--- config.mk ---
export PLATFORM = sky130hd
export DESIGN_NAME = quoted_string_literal_decoder_top
export DESIGN_NICKNAME = d
export VERILOG_FILES = /design/src/hw/rtl/qsld_pkg.sv /design/src/hw/rtl/quoted_string_literal_decoder_top.sv /design/src/hw/rtl/qsld_core.sv /design/src/hw/rtl/qsld_queue.sv
export SDC_FILE = /design/constraint.sdc
export NUM_CORES = 1
export LEC_CHECK = 0
export BUFFER_PORTS_ARGS = -buffer_cell sky130_fd_sc_hd__buf_2
export CAP_MARGIN = 5
export CORE_MARGIN = 4
export CORE_UTILIZATION = 35
export DETAILED_ROUTE_END_ITERATION = 10
export PLACE_DENSITY = 0.54
export SLEW_MARGIN = 20
export SYNTH_ARGS = -nofsm -noshare
export SYNTH_HDL_FRONTEND = slang
export SYNTH_HIERARCHICAL = 1
export SYNTH_SLANG_ARGS = --single-unit
--- constraint.sdc ---
create_clock -name clk_i -period 6.4 [get_ports clk_i]
set_input_delay 0.32 -clock clk_i [delete_from_list [all_inputs] [get_ports clk_i]]
set_output_delay 0.32 -clock clk_i [all_outputs]
set_load 0.02 [all_outputs]
--- src/hw/rtl/qsld_pkg.sv ---
package qsld_pkg;

  localparam int unsigned QueueDepth = 4;
  localparam int unsigned MaxResults = 3;

  localparam logic [7:0] CharQuote  = 8'h22;
  localparam logic [7:0] CharBslash = 8'h5C;
  localparam logic [7:0] CharN      = 8'h6E;
  localparam logic [7:0] CharT      = 8'h74;
  localparam logic [7:0] CharR      = 8'h72;
  localparam logic [7:0] CharLf     = 8'h0A;
  localparam logic [7:0] CharTab    = 8'h09;
  localparam logic [7:0] CharCr     = 8'h0D;

  localparam logic [2:0] PhIdle = 3'd0;
  localparam logic [2:0] PhOneQ = 3'd1;
  localparam logic [2:0] PhTwoQ = 3'd2;
  localparam logic [2:0] PhReg  = 3'd3;
  localparam logic [2:0] PhTri  = 3'd4;
  localparam logic [2:0] PhTri1 = 3'd5;
  localparam logic [2:0] PhTri2 = 3'd6;

  localparam logic [2:0] StData   = 3'd0;
  localparam logic [2:0] StDone   = 3'd1;
  localparam logic [2:0] StNotLit = 3'd2;
  localparam logic [2:0] StUnterm = 3'd3;
  localparam logic [2:0] StLimit  = 3'd4;

  localparam logic [31:0] UsageLimitReset = 32'hFFFF_FFFF;

  typedef struct packed {
    logic       action;
    logic [7:0] in_byte;
  } in_item_t;

  typedef struct packed {
    logic [7:0]  out_byte;
    logic [2:0]  status;
    logic [31:0] literal_length;
    logic        byte_pushed_back;
    logic        last;
  } out_item_t;

  typedef struct packed {
    logic [2:0]  phase;
    logic        esc;
    logic [31:0] len;
    logic [32:0] usage;
  } scan_state_t;

endpackage

--- src/hw/rtl/quoted_string_literal_decoder_top.sv ---
// quoted string literal decoder
// input channel: in_valid_i / in_stall_o / in_item_i, one text byte or an
//   end-of-stream mark per item
// output channel: out_valid_o / out_stall_i / out_item_o, zero to three
//   result items per input item, the final one flagged by last
// config channel: cfg_valid_i / cfg_ready_o / cfg_data_i writes the usage
//   limit; cfg_ready_o is always high, write only while the block is idle
// an accepted item is held in the input register, decoded in one pass by
//   the combinational core, and its results land in a small result queue
//   whose head drives the output
// throughput is one item per cycle while each item gives at most one
//   result and the receiver does not stall; the results of one item leave
//   in turn through the single-entry read of the result queue
// reset clears the scan state, the usage total and the queue, and sets the
//   limit to all ones
// when the receiver stalls, results wait in the queue; once it has no room
//   for three more results the input register holds and in_stall_o rises
module quoted_string_literal_decoder_top #(
  parameter int unsigned QueueDepth = qsld_pkg::QueueDepth
) (
  input  logic                clk_i,
  input  logic                rst_ni,
  input  logic                in_valid_i,
  output logic                in_stall_o,
  input  qsld_pkg::in_item_t  in_item_i,
  output logic                out_valid_o,
  input  logic                out_stall_i,
  output qsld_pkg::out_item_t out_item_o,
  input  logic                cfg_valid_i,
  output logic                cfg_ready_o,
  input  logic [31:0]         cfg_data_i
);

  logic                  in_valid_q, in_valid_d;
  qsld_pkg::in_item_t    in_item_q;
  qsld_pkg::scan_state_t state_q, state_d, state_n;
  logic [31:0]           limit_q;
  logic                  room;
  logic                  proc;
  logic                  accept;
  qsld_pkg::out_item_t [qsld_pkg::MaxResults-1:0] res;
  logic [1:0]            res_cnt;

  assign cfg_ready_o = 1'b1;
  assign proc        = in_valid_q & room;
  assign in_stall_o  = in_valid_q & ~room;
  assign accept      = in_valid_i & ~in_stall_o;
  assign in_valid_d  = accept | (in_valid_q & ~proc);
  assign state_d     = proc ? state_n : state_q;

  qsld_core u_core (
    .state_i   (state_q),
    .item_i    (in_item_q),
    .limit_i   (limit_q),
    .state_o   (state_n),
    .res_o     (res),
    .res_cnt_o (res_cnt)
  );

  qsld_queue #(
    .Depth (QueueDepth)
  ) u_queue (
    .clk_i    (clk_i),
    .rst_ni   (rst_ni),
    .wr_i     (res),
    .wr_cnt_i (proc ? res_cnt : 2'd0),
    .room_o   (room),
    .valid_o  (out_valid_o),
    .pop_i    (~out_stall_i),
    .head_o   (out_item_o)
  );

  always_ff @(posedge clk_i) begin
    if (accept) begin
      in_item_q <= in_item_i;
    end
  end

  always_ff @(posedge clk_i or negedge rst_ni) begin
    if (!rst_ni) begin
      in_valid_q <= 1'b0;
      state_q    <= '0;
      limit_q    <= qsld_pkg::UsageLimitReset;
    end else begin
      in_valid_q <= in_valid_d;
      state_q    <= state_d;
      if (cfg_valid_i) begin
        limit_q <= cfg_data_i;
      end
    end
  end

endmodule

--- src/hw/rtl/qsld_core.sv ---
module qsld_core (
  input  qsld_pkg::scan_state_t                  state_i,
  input  qsld_pkg::in_item_t                     item_i,
  input  logic [31:0]                            limit_i,
  output qsld_pkg::scan_state_t                  state_o,
  output qsld_pkg::out_item_t [qsld_pkg::MaxResults-1:0] res_o,
  output logic [1:0]                             res_cnt_o
);

  function automatic logic [7:0] unescape(input logic [7:0] c);
    logic [7:0] r;
    r = c;
    if (c == qsld_pkg::CharN) r = qsld_pkg::CharLf;
    else if (c == qsld_pkg::CharT) r = qsld_pkg::CharTab;
    else if (c == qsld_pkg::CharR) r = qsld_pkg::CharCr;
    return r;
  endfunction

  logic [1:0]  ndata;
  logic [7:0]  dbyte [qsld_pkg::MaxResults];
  logic        fin;
  logic        misc;
  logic        pb;
  logic [2:0]  mst;
  logic        do_reg;
  logic        clr;
  logic        lit_open;
  logic [7:0]  c;
  logic        is_q;
  logic [32:0] len_sum;
  logic [33:0] use_sum;
  logic [32:0] use_sat;
  logic [1:0]  cnt;
  qsld_pkg::out_item_t fin_res;

  always_comb begin
    c       = item_i.in_byte;
    is_q    = (c == qsld_pkg::CharQuote);
    ndata   = 2'd0;
    dbyte[0] = c;
    dbyte[1] = c;
    dbyte[2] = c;
    fin     = 1'b0;
    misc    = 1'b0;
    pb      = 1'b0;
    mst     = qsld_pkg::StNotLit;
    do_reg  = 1'b0;
    clr     = 1'b0;
    lit_open = 1'b0;
    state_o = state_i;

    if (item_i.action) begin
      unique case (state_i.phase)
        qsld_pkg::PhIdle: begin
          misc = 1'b1;
          mst  = qsld_pkg::StNotLit;
        end
        qsld_pkg::PhTwoQ: fin = 1'b1;
        default: begin
          misc = 1'b1;
          mst  = qsld_pkg::StUnterm;
          clr  = 1'b1;
        end
      endcase
    end else begin
      unique case (state_i.phase)
        qsld_pkg::PhIdle: begin
          if (is_q) begin
            lit_open = 1'b1;
            clr = 1'b1;
          end else begin
            misc = 1'b1;
            mst  = qsld_pkg::StNotLit;
            pb   = 1'b1;
          end
        end
        qsld_pkg::PhOneQ: begin
          if (is_q) state_o.phase = qsld_pkg::PhTwoQ;
          else do_reg = 1'b1;
        end
        qsld_pkg::PhTwoQ: begin
          if (is_q) begin
            state_o.phase = qsld_pkg::PhTri;
          end else begin
            fin = 1'b1;
            pb  = 1'b1;
          end
        end
        qsld_pkg::PhReg: do_reg = 1'b1;
        qsld_pkg::PhTri: begin
          if (is_q) state_o.phase = qsld_pkg::PhTri1;
          else ndata = 2'd1;
        end
        qsld_pkg::PhTri1: begin
          if (is_q) begin
            state_o.phase = qsld_pkg::PhTri2;
          end else begin
            ndata    = 2'd2;
            dbyte[0] = qsld_pkg::CharQuote;
            dbyte[1] = c;
            state_o.phase = qsld_pkg::PhTri;
          end
        end
        qsld_pkg::PhTri2: begin
          if (is_q) begin
            fin = 1'b1;
          end else begin
            ndata    = 2'd3;
            dbyte[0] = qsld_pkg::CharQuote;
            dbyte[1] = qsld_pkg::CharQuote;
            dbyte[2] = c;
            state_o.phase = qsld_pkg::PhTri;
          end
        end
        default: clr = 1'b1;
      endcase
    end

    if (do_reg) begin
      state_o.phase = qsld_pkg::PhReg;
      if (state_i.esc) begin
        state_o.esc = 1'b0;
        ndata       = 2'd1;
        dbyte[0]    = unescape(c);
      end else if (c == qsld_pkg::CharBslash) begin
        state_o.esc = 1'b1;
      end else if (is_q) begin
        fin = 1'b1;
      end else begin
        ndata = 2'd1;
      end
    end

    use_sum = {1'b0, state_i.usage} + {2'b00, state_i.len};
    use_sat = use_sum[33] ? '1 : use_sum[32:0];
    if (fin) begin
      clr           = 1'b1;
      state_o.usage = use_sat;
    end

    len_sum = {1'b0, state_i.len} + {31'd0, ndata};
    if (clr) begin
      state_o.phase = lit_open ? qsld_pkg::PhOneQ : qsld_pkg::PhIdle;
      state_o.esc = 1'b0;
      state_o.len = '0;
    end else begin
      state_o.len = len_sum[32] ? '1 : len_sum[31:0];
    end

    fin_res.out_byte         = 8'd0;
    fin_res.status           = mst;
    fin_res.literal_length   = 32'd0;
    fin_res.byte_pushed_back = pb;
    fin_res.last             = 1'b1;
    if (fin) begin
      fin_res.status         = (use_sat > {1'b0, limit_i}) ? qsld_pkg::StLimit
                                                           : qsld_pkg::StDone;
      fin_res.literal_length = state_i.len;
    end

    cnt = ndata + {1'b0, (fin | misc)};
    for (int j = 0; j < qsld_pkg::MaxResults; j++) begin
      res_o[j] = '0;
      if (2'(j) < ndata) begin
        res_o[j].out_byte = dbyte[j];
        res_o[j].status   = qsld_pkg::StData;
        res_o[j].last     = (2'(j) == cnt - 2'd1);
      end else if (2'(j) == ndata) begin
        res_o[j] = fin_res;
      end
    end
    res_cnt_o = cnt;
  end

endmodule

--- src/hw/rtl/qsld_queue.sv ---
module qsld_queue #(
  parameter int unsigned Depth = qsld_pkg::QueueDepth
) (
  input  logic                                   clk_i,
  input  logic                                   rst_ni,
  input  qsld_pkg::out_item_t [qsld_pkg::MaxResults-1:0] wr_i,
  input  logic [1:0]                             wr_cnt_i,
  output logic                                   room_o,
  output logic                                   valid_o,
  input  logic                                   pop_i,
  output qsld_pkg::out_item_t                    head_o
);

  localparam int unsigned CntW = $clog2(Depth + 1);

  qsld_pkg::out_item_t entry_q [Depth];
  qsld_pkg::out_item_t entry_d [Depth];
  logic [CntW-1:0] count_q, count_d;
  logic [CntW-1:0] base;
  logic            pop;

  assign valid_o = (count_q != '0);
  assign pop     = pop_i & valid_o;
  assign room_o  = (count_q <= CntW'(Depth - qsld_pkg::MaxResults));
  assign head_o  = entry_q[0];

  always_comb begin
    base    = count_q - {{(CntW-1){1'b0}}, pop};
    count_d = base + CntW'(wr_cnt_i);
    for (int i = 0; i < Depth; i++) begin
      entry_d[i] = entry_q[i];
      if (pop && (i + 1 < Depth)) entry_d[i] = entry_q[i + 1];
      for (int j = 0; j < qsld_pkg::MaxResults; j++) begin
        if ((2'(j) < wr_cnt_i) && (base + CntW'(j) == CntW'(i))) entry_d[i] = wr_i[j];
      end
    end
  end

  always_ff @(posedge clk_i) begin
    entry_q <= entry_d;
  end

  always_ff @(posedge clk_i or negedge rst_ni) begin
    if (!rst_ni) begin
      count_q <= '0;
    end else begin
      count_q <= count_d;
    end
  end

endmodule

=== Word level (Yosys, flattened, before mapping) ===
Cells that the tools add are included.

* Add/subtract/negate cells: 8
* $mul: 0
* Div/mod/pow operators: 0
* Order comparisons: 8
* Equal/unequal tests: 29
* Shifts and indexed selects: 0
* Muxes and demuxes: 88
* Bitwise gates (word level): 11
* Reduce and logical (&&, ||, !) cells: 30

{| class="wikitable"
|+ Operator list
! kind !! number
|-
| two-way mux 45 bit || 15
|-
| two-way mux 33 bit || 4
|-
| two-way mux 37 bit || 3
|-
| two-way mux 32 bit || 2
|-
| two-way mux 24 bit || 2
|-
| two-way mux 8 bit || 6
|-
| two-way mux 35 bit || 1
|-
| adder 33 x 32 -> 34 bit || 1
|-
| adder 32 x 2 -> 33 bit || 1
|-
| greater-than comparator 33 x 32 -> 1 bit || 1
|-
| two-way mux 11 bit || 3
|-
| == test 8 x 7 -> 1 bit (second input constant) || 4
|-
| case mux 16 bit (2 select lines) || 1
|-
| two-way mux 1 bit || 28
|-
| == test 3 x 2 -> 1 bit (second input constant) || 8
|-
| two-way mux 2 bit || 9
|-
| two-way mux 3 bit || 6
|-
| two-way mux 16 bit || 1
|-
| case mux 3 bit (5 select lines) || 1
|-
| == test 3 x 1 -> 1 bit (second input constant) || 4
|-
| logical AND 1 bit || 12
|-
| zero test 3 bit || 4
|-
| inequality test 4 x 1 -> 1 bit (second input constant) || 3
|-
| nonzero test 4 bit || 3
|-
| 29 further kinds || 51
|}

* Flip-flop bits (word level): 294
* Bits in latches: 0
* Bits in writable memories: 0
* Memory bits (read-only): 0
* Input bits: 46
* Logic and storage cells: 203
* Memories: 0

=== Longest topological paths before layout ===
* Depth after elaboration: 16
* Depth in mapped cells: 23
* Mapped depth without buffers: 23

=== Modules after synthesis ===
The synthesis kept the hierarchy.

{| class="wikitable"
|+ Modules (own cells, without submodules)
! module !! times used !! cells each !! area an instance (um^2) !! sequential area each (um^2)
|-
| qsld_queue || 1 || 1002 || 10771.6 || 5480.3
|-
| qsld_core || 1 || 870 || 5537.8 || 0.0
|-
| quoted_string_literal_decoder_top || 1 || 233 || 4160.2 || 2862.7
|}

=== Worst setup path after synthesis ===
Ideal clock, no wire load.

* Kind: flip-flop to flip-flop
* Start point: register in_item_q[0] in the netlist's numbering
* End point: register u_queue/entry_q[45] in the netlist's numbering, enable pin
* Library setup time: 777 ps
* Arrival: 4567 ps
* Data required time: 5623 ps
* Path slack: 1056 ps
* Stages on the path, launching flop included: 16
* Buffers on the path: 4
* Period minus slack after synthesis: 5344 ps
* Cells stage by stage: edfxtp_1 > or3_4 > or3_1 > buf_2 > nor3_1 > a31oi_1 > o21ai_0 > ha_1 > xnor2_1 > and3_1 > buf_2 > nor2b_1 > nand2_1 > clkbuf_1 > clkbuf_1 > nand4b_1

* Longest elaborated chain between the ends: 14
* Elaborated cells between the ends (all ways): 33

{| class="wikitable"
|+ Ends and longest elaborated chain
! element !! line !! source
|-
| from (decl) || quoted_string_literal_decoder_top.sv:35 || <nowiki>qsld_pkg::in_item_t in_item_q;</nowiki>
|-
| from (signal assigned) || quoted_string_literal_decoder_top.sv:75 || <nowiki>in_item_q <= in_item_i;</nowiki>
|-
| == test 8 x 6 -> 1 bit || qsld_core.sv:38 || <nowiki>is_q = (c == qsld_pkg::CharQuote);</nowiki>
|-
| two-way mux 1 bit (on tied branches) || - ||
|-
| case mux 1 bit (2 select lines) || qsld_core.sv:66 || <nowiki>unique case (state_i.phase)</nowiki>
|-
| two-way mux 1 bit || qsld_core.sv:52 || <nowiki>if (item_i.action) begin</nowiki>
|-
| two-way mux 1 bit || qsld_core.sv:127 || <nowiki>end else if (is_q) begin</nowiki>
|-
| two-way mux 1 bit || qsld_core.sv:125 || <nowiki>end else if (c == qsld_pkg::CharBslash) begin</nowiki>
|-
| two-way mux 1 bit || qsld_core.sv:121 || <nowiki>if (state_i.esc) begin</nowiki>
|-
| two-way mux 1 bit || qsld_core.sv:119 || <nowiki>if (do_reg) begin</nowiki>
|-
| OR 1 bit || qsld_core.sv:161 || <nowiki>cnt = ndata + {1'b0, (fin | misc)};</nowiki>
|-
| adder 2 x 1 -> 2 bit * || qsld_core.sv:161 ||
|-
| named net res_cnt[1] || quoted_string_literal_decoder_top.sv:42 || <nowiki>logic [1:0] res_cnt;</nowiki>
|-
| two-way mux 2 bit * || quoted_string_literal_decoder_top.sv:66 || <nowiki>.wr_cnt_i (proc ? res_cnt : 2'd0),</nowiki>
|-
| less-than comparator 2 bit or less-than comparator 1 x 2 -> 1 bit (tied branches) || qsld_queue.sv:34 || <nowiki>if ((2'(j) < wr_cnt_i) && (base + CntW'(j) == CntW'(i))) entry_d[i] = wr_i[j];</nowiki>
|-
| logical AND 1 bit || qsld_queue.sv:34 ||
|-
| nonzero test 4 bit (no line) * || - ||
|-
| to (signal assigned) || qsld_queue.sv:40 || <nowiki>entry_q <= entry_d;</nowiki>
|-
| to (decl) || qsld_queue.sv:16 || <nowiki>qsld_pkg::out_item_t entry_q [Depth];</nowiki>
|}

The timed path passes the listed nets; every way through them passes the cells marked *.
A chain may end at the register's enable or synchronous reset.

==> reports/metrics.yaml <==
outcome: "finished clean"
power.leakage_nw: 8.682
num_rows: 88
end_kind: "register"
rsz0062_at_grt: "false"
io_buffers: 92
wl_per_cell_um: 20.84
top_usage_layer: "met2"
regArea_um2: 8343
max_cap_viol_count: 0
path_class: "reg -> reg"
rrSetupSlack_ps: 540
post_dp_cell_area_um2: 20990
peakVddDrop_v: 0.0002794
ys_dominant_reg_cell: "edfxtp_1"
fmax_mhz: 170.8
diodes: 0
grt_use_met3: 0.03147
post-route-util: 0.3931
pin_count: 94
n_fill_cell: 5725
clk_pin_slew_ps: 60
yosysSeqAreaShare: 0.4076
finalCriticalPeriod_ps: 5856
ys_warn_count: 6
synth_cells: 2105
place_hpwl_um: 39110
hp-class: "in -> async"
avgSynthCellArea_um2: 9.724
setup_viol: 0
root_buffer: "clkbuf_16"
firstDrtPassIters: 7
worstSetupEndpoint: "u_queue/head_o[34]"
layout_commonest_cell: "edfxtp_1"
drt_iter0_drc: 1404
routed_wl_um: 61070
synth_area_um2: 20470
dieArea_um2: 62420
areaGrowthSynthToFinish_pct: 11.00
arrival_ps: 6250
worstReg2RegStart: "state_q[43]"
fin_setup_tns_ps: 0
grtUsageMet1: 0.2613
ys_seq_elements: 294
cp_max_fo: 35
fp.dieW_um: 249.8
initial_core_util: 0.3541
final_cell_mix: "edfxtp_1 (189), a21oi_1 (183), nand2_1 (178), mux2i_1 (139), nor2_1 (130)"
worstSetupStartpoint: "state_q[43]"
multiInputGateArea_um2: 10670
hold_viol: 0
drive_above_1_share: 0.1677
antenna_found_initial: 0
r2r_cells: 21
grt_pass1_vias: 15960
use_met2: 0.3132
cts_tree: "built"
clk_latency_ps: 570
gp_congestion: 0.8959
grt_max_degree: 91
final_area_um2: 22720
via_count: 16410
max_slew_margin: 0.2691
fp.dieH_um: 249.8
nNetsFinal: 2255
period_share: 0.9149
via_per_inst: 5.600
grt_usage: 0.1898
clkSinkCount: 294
final_antenna_net_count: 0
worstReg2RegEnd: "u_queue/head_o[34]"
powerDensity_nw_per_um2: 323.6
worstPathRequired_ps: 6790
coreArea_um2: 57810
grt_overflow: 0
remaining_drc_errors: 0
skew_ps: 23.19
dpl.cell_count: 2815
cts.path.max_buffers: 3
tightest_slew_ps: 1096
final_cells: 2930
htree_levels: 2
async_flop_share: 0.3571
numCtsBuffers: 38
finalMaxSlewViolations: 0
synth_edf_count: 189
cp-start-kind: "register"
grt_pass1_wl_um: 94880
ys_types: 79
-- cell families after synthesis --
group,synth area share
compound gates,0.1863
xor+xnor,0.02219
fa+ha+maj,0.04633
buf+inv,0.08765
flops,0.4076
mux,0.1325
other cells,0.0003669
simple gates,0.1171
-- per-stage QoR --
stage,hold WS (ps),setup slack (ps),power (mW)
floorplan,24.41,1056,4.548
global placement,354.8,524.6,5.093
detailed placement,357.3,340.5,5.144
CTS,291.3,341.9,7.416
global route,337.1,0.7145,7.725
finish,297.8,544.5,7.354
-- cell usage after synthesis, types with 11 or more instances --
cell type  number  area [um2]
o21a_1         11       82.58
o21ai_1        11       55.05
inv_1          65       244.0
o22ai_1        93       581.8
a211oi_1       11       82.58
a31oi_1        23       143.9
mux2i_1       139        1391
o21ai_0        87       435.4
a21oi_1       184       920.9
clkbuf_1       78       292.8
ha_1           71       888.4
buf_2          31       155.2
nand2_1       179       671.9
o31ai_1        48       360.4
nor2b_1        12       75.07
nand2b_1       14       87.58
dfrtp_1        73        1827
and3_1         19       118.9
nand3_1        28       140.1
and2_1         51       319.1
xor2_1         22       192.7
dfstp_2        32       840.8
edfxtp_1      189        5675
nor3_1         16       80.08
nand4_1        16       100.1
nor2_1        130       488.0
xnor2_1        28       245.2
a41oi_1        46       402.9
a21boi_0       47       352.8
buf_4         127       953.4
mux2_2        102        1149
-- repair_timing --
item	CTS	global route
hold buffers	43	0
gates resized for setup	0	3
endpoints found under the setup margin	0	1
endpoints found under the hold margin	77	0
setup buffers	0	2
-- registers in the layout (all words and copies together) (netlist names) --
signal	flops
limit_q	32
u_queue/count_q	3
state_q	69
in_valid_q	1
in_item_q	9
u_queue/entry_q	135
u_queue/head_o	45
-- critical path, cell delays in order, from the launching register on --
cell      delay, ps
dfrtp_1         450
ha_1            420
a211oi_1        360
o211ai_1        140
a311oi_1        250
o21ai_1         200
a21boi_2        270
o31a_1          330
buf_12          240
o21ai_0         200
ha_1            340
a21oi_1         130
o21ai_0         200
nor3_1          350
a21oi_1         120
o21ai_0         260
nand2_1          90
o311a_2         430
a21oi_1         300
a41oi_1         160
a21boi_0        180
o31ai_1         250
-- layout make-up --
cell class	instances	area share
inverter	66	0.01090
multi-input combinational	1560	0.4695
clock inverter	19	0.009416
sequential	294	0.3672
clock buffer	51	0.04670
tap	765	0.04213
timing repair buffer	175	0.05418
-- power by group --
| group | internal, mW | switching [mW] |
|---|---|---|
| Combinational | 0.790 | 1.51 |
| Sequential | 2.64 | 0.189 |
| Clock | 1.33 | 0.888 |
| Total | 4.77 | 2.59 |
-- per-layer routing --
layer  part of all wire  vias up  wire length, um
met3              0.063       98             3837
met2               0.47      607            28490
met4              0.021        0             1284
li1                   -     7689                -
met5                  0        -                0
met1               0.45     8013            27460
-- worst min path at each step --
stage,slack [ps],start,end,depth (start not counted)
global route,340,rst_ni,state_q[24],2
global placement,350,rst_ni,state_q[26],1
finish,300,rst_ni,state_q[27],2
detailed placement,360,rst_ni,state_q[26],1
floorplan,20,rst_ni,in_valid_q,0
CTS,290,rst_ni,state_q[24],2
Note: power is estimated with default switching activity, not from simulation.
